===== src/rtl/mnsd_pkg.sv =====
// shared types, constants and helpers for the matrix norm screen decision unit
`default_nettype none
package mnsd_pkg;
    localparam int MAX_COLUMNS    = 256;
    localparam int MAX_ROW_LENGTH = 65536;
    localparam int COL_W = $clog2(MAX_COLUMNS);
    localparam int CCNT_W = 9;
    localparam int RLEN_W = 17;

    localparam logic [2:0] DEC_NONE = 3'd0;
    localparam logic [2:0] DEC_T1   = 3'd1;
    localparam logic [2:0] DEC_T2   = 3'd2;
    localparam logic [2:0] DEC_T3   = 3'd3;
    localparam logic [2:0] DEC_T4   = 3'd4;

    localparam logic REG_ENABLE    = 1'b0;
    localparam logic REG_THRESHOLD = 1'b1;

    // controller to datapath commands
    typedef struct packed {
        logic       acc;        // accumulate the captured element
        logic       sqrt_start; // begin root extraction of both maxima
        logic       sqrt_step;  // one root iteration
        logic       prod_load;  // load test operands for test index
        logic [1:0] test_sel;   // 0 term4, 1 term3, 2 term2, 3 term1
        logic       mul1;       // first multiply stage
        logic       mul2;       // second multiply stage
        logic       clear_job;
    } mnsd_cmd_t;

    typedef struct packed {
        logic sqrt_done;
        logic pass;     // last triple product beat the threshold
    } mnsd_sts_t;

    function automatic logic [63:0] sat_add(input logic [63:0] a, input logic [63:0] b);
        logic [64:0] s;
        s = {1'b0, a} + {1'b0, b};
        return s[64] ? '1 : s[63:0];
    endfunction
endpackage
`default_nettype wire


===== src/rtl/mnsd_ctrl.sv =====
// sequencing state machine for accumulation, roots and the test chain
`default_nettype none
module mnsd_ctrl (
    input  wire logic                aclk,
    input  wire logic                aresetn,
    input  wire logic                s_fire,
    input  wire logic                s_last,
    input  wire logic [2:0]          s_mode,
    input  wire logic                screen_enable,
    input  wire mnsd_pkg::mnsd_sts_t sts,
    input  wire logic                m_fire,
    output mnsd_pkg::mnsd_cmd_t      cmd,
    output logic                     busy,
    output logic                     m_valid,
    output logic [2:0]               decision
);
    localparam logic [2:0] ST_IDLE = 3'd0;
    localparam logic [2:0] ST_ACC  = 3'd1;
    localparam logic [2:0] ST_SQRT = 3'd2;
    localparam logic [2:0] ST_LOAD = 3'd3;
    localparam logic [2:0] ST_MUL1 = 3'd4;
    localparam logic [2:0] ST_MUL2 = 3'd5;
    localparam logic [2:0] ST_CMP  = 3'd6;
    localparam logic [2:0] ST_OUT  = 3'd7;

    logic [2:0] state_reg, state_next;
    logic [1:0] test_reg, test_next;
    logic       last_reg, sqrt_go_reg;
    logic [2:0] mode_reg;
    logic [2:0] dec_reg, dec_next;
    logic       rows_on;

    assign rows_on = (mode_reg == 3'd3) || (mode_reg == 3'd4);

    always_comb begin
        state_next = state_reg;
        test_next  = test_reg;
        dec_next   = dec_reg;
        cmd = '0;
        cmd.test_sel = test_reg;
        case (state_reg)
            ST_IDLE: begin
                if (s_fire) state_next = ST_ACC;
            end
            ST_ACC: begin
                cmd.acc = 1'b1;
                if (!last_reg) begin
                    state_next = ST_IDLE;
                end else begin
                    state_next = ST_SQRT;
                end
            end
            ST_SQRT: begin
                if (!sqrt_go_reg) begin
                    cmd.sqrt_start = 1'b1;
                end else if (sts.sqrt_done) begin
                    if (!screen_enable) begin
                        dec_next = mnsd_pkg::DEC_T4;
                        state_next = ST_OUT;
                    end else if (mode_reg == 3'd1 || mode_reg == 3'd2) begin
                        test_next = 2'd2;
                        state_next = ST_LOAD;
                    end else if (rows_on) begin
                        test_next = 2'd0;
                        state_next = ST_LOAD;
                    end else begin
                        dec_next = mnsd_pkg::DEC_NONE;
                        state_next = ST_OUT;
                    end
                end else begin
                    cmd.sqrt_step = 1'b1;
                end
            end
            ST_LOAD: begin
                cmd.prod_load = 1'b1;
                state_next = ST_MUL1;
            end
            ST_MUL1: begin
                cmd.mul1 = 1'b1;
                state_next = ST_MUL2;
            end
            ST_MUL2: begin
                cmd.mul2 = 1'b1;
                state_next = ST_CMP;
            end
            ST_CMP: begin
                if (sts.pass) begin
                    dec_next = 3'(3'd4 - {1'b0, test_reg});
                    state_next = ST_OUT;
                end else if (test_reg == 2'd3) begin
                    dec_next = mnsd_pkg::DEC_NONE;
                    state_next = ST_OUT;
                end else begin
                    test_next = test_reg + 2'd1;
                    state_next = ST_LOAD;
                end
            end
            ST_OUT: begin
                if (m_fire) begin
                    cmd.clear_job = 1'b1;
                    state_next = ST_IDLE;
                end
            end
            default: state_next = ST_IDLE;
        endcase
    end

    always_ff @(posedge aclk) begin
        if (!aresetn) begin
            state_reg <= ST_IDLE;
            test_reg <= '0;
            dec_reg <= '0;
            sqrt_go_reg <= 1'b0;
        end else begin
            state_reg <= state_next;
            test_reg <= test_next;
            dec_reg <= dec_next;
            sqrt_go_reg <= (state_reg == ST_SQRT);
        end
    end

    always_ff @(posedge aclk) begin
        if (s_fire) begin
            last_reg <= s_last;
            mode_reg <= s_mode;
        end
    end

    assign busy = (state_reg != ST_IDLE);
    assign m_valid = (state_reg == ST_OUT);
    assign decision = dec_reg;

`ifndef SYNTHESIS
    a_out_clear: assert property (@(posedge aclk) disable iff (!aresetn)
        (m_valid && m_fire) |=> state_reg == ST_IDLE)
        else $error("result not retired");
    a_no_accept_busy: assert property (@(posedge aclk) disable iff (!aresetn)
        s_fire |-> state_reg == ST_IDLE)
        else $error("request taken while busy");
    a_dec_range: assert property (@(posedge aclk) disable iff (!aresetn)
        m_valid |-> decision <= mnsd_pkg::DEC_T4)
        else $error("decision out of range");
`endif
endmodule
`default_nettype wire


===== config.mk =====
export PLATFORM = sky130hd
export DESIGN_NAME = mnsd_ctrl
export DESIGN_NICKNAME = d
export VERILOG_FILES = /design/src/rtl/mnsd_pkg.sv /design/src/rtl/mnsd_ctrl.sv
export SDC_FILE = /design/constraint.sdc
export NUM_CORES = 1
export LEC_CHECK = 0
export ABC_AREA = 1
export BUFFER_PORTS_ARGS = -buffer_cell sky130_fd_sc_hd__buf_2
export CAP_MARGIN = 15
export CORE_MARGIN = 2
export CORE_UTILIZATION = 40
export DETAILED_ROUTE_END_ITERATION = 16
export GPL_TIMING_DRIVEN = 0
export PLACE_DENSITY = 0.65
export SYNTH_ARGS = -nofsm -noshare
export SYNTH_HDL_FRONTEND = slang
export SYNTH_SLANG_ARGS = --single-unit

===== constraint.sdc =====
create_clock -name aclk -period 1.85 [get_ports aclk]
set_clock_uncertainty 0.2 [all_clocks]
set_input_delay 0.37 -clock aclk [delete_from_list [all_inputs] [get_ports aclk]]
set_output_delay 0.37 -clock aclk [all_outputs]
set_load 0.005 [all_outputs]

==> impl_metrics.prom <==
# TYPE chip_impl_metric gauge
chip_impl_info{name="regToRegEndpoint",value="decision[2]"} 1
chip_impl_metric{name="ant_nets",unit=""} 0
chip_impl_metric{name="ys_seq_area_frac",unit=""} 0.3822
chip_impl_metric{name="dr_total_vias",unit=""} 834
chip_impl_info{name="cp-start-kind",value="flop"} 1
chip_impl_metric{name="async_flop_share",unit=""} 0
chip_impl_metric{name="number_of_standard_cells_after_synthesis",unit=""} 115
chip_impl_metric{name="post-layout-total-power",unit="µW"} 880.4
chip_impl_metric{name="hold_depth",unit=""} 1
chip_impl_metric{name="clk_latency",unit="ns"} 0.27
chip_impl_metric{name="floorplan.rows",unit=""} 16
chip_impl_metric{name="clock_tree_buffer_depth",unit=""} 2
chip_impl_metric{name="core_area",unit="µm²"} 1902
chip_impl_metric{name="wire_per_inst",unit="µm"} 10.21
chip_impl_metric{name="wire_length_of_the_first_global_routing_pass",unit="µm"} 2911
chip_impl_info{name="worstHoldPathType",value="primary input to flop"} 1
chip_impl_metric{name="synth.yosys.warnings",unit=""} 0
chip_impl_metric{name="placed_cell_area",unit="µm²"} 939.7
chip_impl_info{name="worst-setup-path-type",value="flop to output port"} 1
chip_impl_metric{name="dp_hpwl",unit="µm"} 1315
chip_impl_metric{name="cts_hold_buf",unit=""} 0
chip_impl_info{name="synth_flop_cell",value="sky130_fd_sc_hd__dfxtp_1"} 1
chip_impl_metric{name="gp_congestion",unit=""} 0.8543
chip_impl_info{name="critPathCaptureType",value="output port"} 1
chip_impl_metric{name="grt_start_max_net_pins",unit=""} 11
chip_impl_metric{name="avgViaCountPerCell",unit=""} 4.821
chip_impl_metric{name="critical_path.n_buffers_inverters",unit=""} 3
chip_impl_metric{name="worst_path_largest_cell_delay",unit="ns"} 0.30
chip_impl_metric{name="drv_slew",unit=""} 0
chip_impl_metric{name="timing.max_cap.violations",unit=""} 0
chip_impl_metric{name="syn-mean-instance-area",unit="µm²"} 6.833
chip_impl_metric{name="drc",unit=""} 0
chip_impl_info{name="timing.hold.worst_endpoint",value="mode_reg[2]"} 1
chip_impl_info{name="hold_path.startpoint",value="s_mode[2]"} 1
chip_impl_metric{name="grt_util_all_layers",unit=""} 0.1529
chip_impl_metric{name="floorplan.initialDensity",unit=""} 0.4132
chip_impl_metric{name="antennaDiodeCount",unit=""} 0
chip_impl_info{name="cts_root_buf",value="sky130_fd_sc_hd__clkbuf_4"} 1
chip_impl_metric{name="critPathMaxFanout",unit=""} 8
chip_impl_metric{name="worst_margin_pin_slew",unit="ns"} 0.2104
chip_impl_metric{name="worst-endpoint-arrival",unit="ns"} 1.20
chip_impl_info{name="worstPathCellList",value="buf_4, inv_2, nand2_1, nor2_2, buf_2"} 1
chip_impl_info{name="worstReg2RegStart",value="test_reg[0]"} 1
chip_impl_metric{name="syn_to_final_growth",unit="%"} 30.89
chip_impl_metric{name="floorplan.die_area",unit="µm²"} 2335
chip_impl_metric{name="portion_of_synthesized_cell_area_occupied_by_the_leading_cell_type",unit=""} 0.2293
chip_impl_metric{name="clock-sinks",unit=""} 13
chip_impl_metric{name="rel_slew_slack",unit=""} 0.8596
chip_impl_metric{name="die_y",unit="µm"} 48.32
chip_impl_metric{name="period_needed",unit="ns"} 1.774
chip_impl_metric{name="io_buffer_count",unit=""} 24
chip_impl_info{name="grt_setup_unrepaired",value="yes"} 1
chip_impl_info{name="cts_tree",value="done"} 1
chip_impl_metric{name="clock_tree.htree_level_count",unit=""} 1
chip_impl_metric{name="drtIter0Drc",unit=""} 23
chip_impl_metric{name="pin_count",unit=""} 25
chip_impl_metric{name="grt_pass1_vias",unit=""} 706
chip_impl_metric{name="reg2reg_depth",unit=""} 8
chip_impl_metric{name="power.density_cell_area",unit="nW/µm²"} 856.0
chip_impl_metric{name="antenna_found_initial",unit=""} 0
chip_impl_metric{name="final_net_count",unit=""} 160
chip_impl_info{name="run_status",value="complete, no violations"} 1
chip_impl_metric{name="final_hold_viol_count",unit=""} 0
chip_impl_metric{name="syn_nets",unit=""} 128
chip_impl_info{name="final_cell_mix",value="24 x sky130_fd_sc_hd__nand2_1, 24 x sky130_fd_sc_hd__buf_2, 20 x sky130_fd_sc_hd__nor2_1"} 1
chip_impl_metric{name="clock.fmax",unit="MHz"} 563.6
chip_impl_metric{name="crit_required",unit="ns"} 1.28
chip_impl_metric{name="grt_overflow",unit=""} 0
chip_impl_info{name="cpMaxStageDelayCell",value="sky130_fd_sc_hd__dfxtp_1"} 1
chip_impl_metric{name="first_pass_iters",unit=""} 6
chip_impl_metric{name="numCtsBuffers",unit=""} 3
chip_impl_info{name="critical-path-top-delay-family",value="buffers and inverters"} 1
chip_impl_info{name="synth.top_cells.by_area",value="sky130_fd_sc_hd__dfxtp_1 23%, sky130_fd_sc_hd__edfxtp_1 15%, sky130_fd_sc_hd__nand2_1 11%"} 1
chip_impl_metric{name="post_route_cells_drive_above_1_share",unit=""} 0.3356
chip_impl_metric{name="period_share",unit=""} 0.9592
chip_impl_metric{name="final_design_area_no_fill",unit="µm²"} 1028
chip_impl_metric{name="yosys_register_bits",unit=""} 13
chip_impl_metric{name="die_width",unit="µm"} 48.32
chip_impl_info{name="post-synth-top-area-cell",value="sky130_fd_sc_hd__dfxtp_1"} 1
chip_impl_metric{name="max-vdd-ir-drop",unit="mV"} 0.4093
chip_impl_metric{name="synth_edf_count",unit=""} 4
chip_impl_metric{name="post_synth_instance_area",unit="µm²"} 785.8
chip_impl_metric{name="setup.reg_to_reg.worst_slack",unit="ns"} 0.24
chip_impl_metric{name="p_leak",unit="µW"} 0.0005071
chip_impl_metric{name="finalSetupViolations",unit=""} 0
chip_impl_metric{name="routed_wirelength",unit="µm"} 1766
chip_impl_metric{name="synth_cell_types",unit=""} 23
chip_impl_metric{name="clk_transition_reported_paths",unit="ns"} 0.08
==> worst max-delay path by stage <==
stage / startpoint / to / slack (ns) / cells after the start
final: state_reg[1] / cmd[8] / 0.08 / 5
after global routing: state_reg[1] / cmd[8] / -0.001 / 5
after CTS: state_reg[1] / cmd[0] / 0.005 / 4
after detailed placement: state_reg[2] / cmd[0] / 0.20 / 4
after global placement: state_reg[2] / cmd[0] / 0.22 / 4
after floorplan: state_reg[2] / cmd[0] / 0.36 / 3
==> routing by layer <==
layer  wire (µm)  global-route usage
met1         840              0.2122
met2         788              0.2454
met3         136             0.02778
met4           0             0.04286
met5           0                   0
==> worst reg2reg max path, stage by stage (launching register included) <==
cell	delay [ns]
sky130_fd_sc_hd__dfxtp_1	0.40
sky130_fd_sc_hd__ha_1	0.21
sky130_fd_sc_hd__nor2_1	0.05
sky130_fd_sc_hd__nor2_1	0.13
sky130_fd_sc_hd__nor2_1	0.05
sky130_fd_sc_hd__nor2_1	0.15
sky130_fd_sc_hd__nand2_1	0.11
sky130_fd_sc_hd__o21ai_1	0.14
sky130_fd_sc_hd__nor2_1	0.05
==> stage by stage <==
step	TNS, ns	instances	setup WS [ns]	util	hold WS [ns]
2_1_floorplan	0	115	0.3648	-	0.2559
3_3_place_gp	0	166	0.2204	0.4941	0.2511
3_5_place_dp	0	166	0.2011	0.4941	0.2532
4_1_cts	0	170	0.005082	0.5138	0.06549
5_1_grt	-0.001084	173	-0.001084	0.5408	0.05869
6_report	0	173	0.07555	0.5408	0.06995
==> synthesized netlist by cell type (3+ instances only) <==
library cell	count
sky130_fd_sc_hd__dfxtp_1	9
sky130_fd_sc_hd__inv_1	13
sky130_fd_sc_hd__nand2_1	24
sky130_fd_sc_hd__nor3_1	3
sky130_fd_sc_hd__edfxtp_1	4
sky130_fd_sc_hd__nor2_1	21
sky130_fd_sc_hd__nor2_2	4
sky130_fd_sc_hd__nand3_1	10
sky130_fd_sc_hd__a21oi_1	8
==> kinds of logic after synthesis <==
kind of cell,after synthesis,share of synthesized area
buffers and inverters,17,0.09236
AND/OR/NAND/NOR,67,0.3758
AO/OA/AOI/OAI,16,0.1178
adder cells (fa/ha/maj),2,0.03184
flip-flops,13,0.3822
==> what timing repair did <==
action                     in CTS  in global routing
pin swaps                       0                  1
setup endpoints to repair       2                  3
buffers inserted                0                  3
resized for setup               4                  8
==> area by class of cell <==
class / instances / area, µm²
Buffer: 2 / 18.77
Tap cell: 27 / 33.78
Sequential cell: 13 / 305.3
Timing Repair Buffer: 27 / 142.6
Inverter: 15 / 61.31
Multi-Input combinational cell: 85 / 440.4
Fill cell: 191 / 873.3
Clock buffer: 4 / 26.28
==> where the power goes <==
| group | internal (µW) | total, µW | leakage [µW] | switching [µW] |
|---|---|---|---|---|
| combinational | 138 | 343 | 0.000379 | 205 |
| sequential | 328 | 357 | 0.000113 | 29.1 |
| clock | 83.4 | 180 | 0.0000150 | 96.8 |
Power figures use the tool's default switching activity.
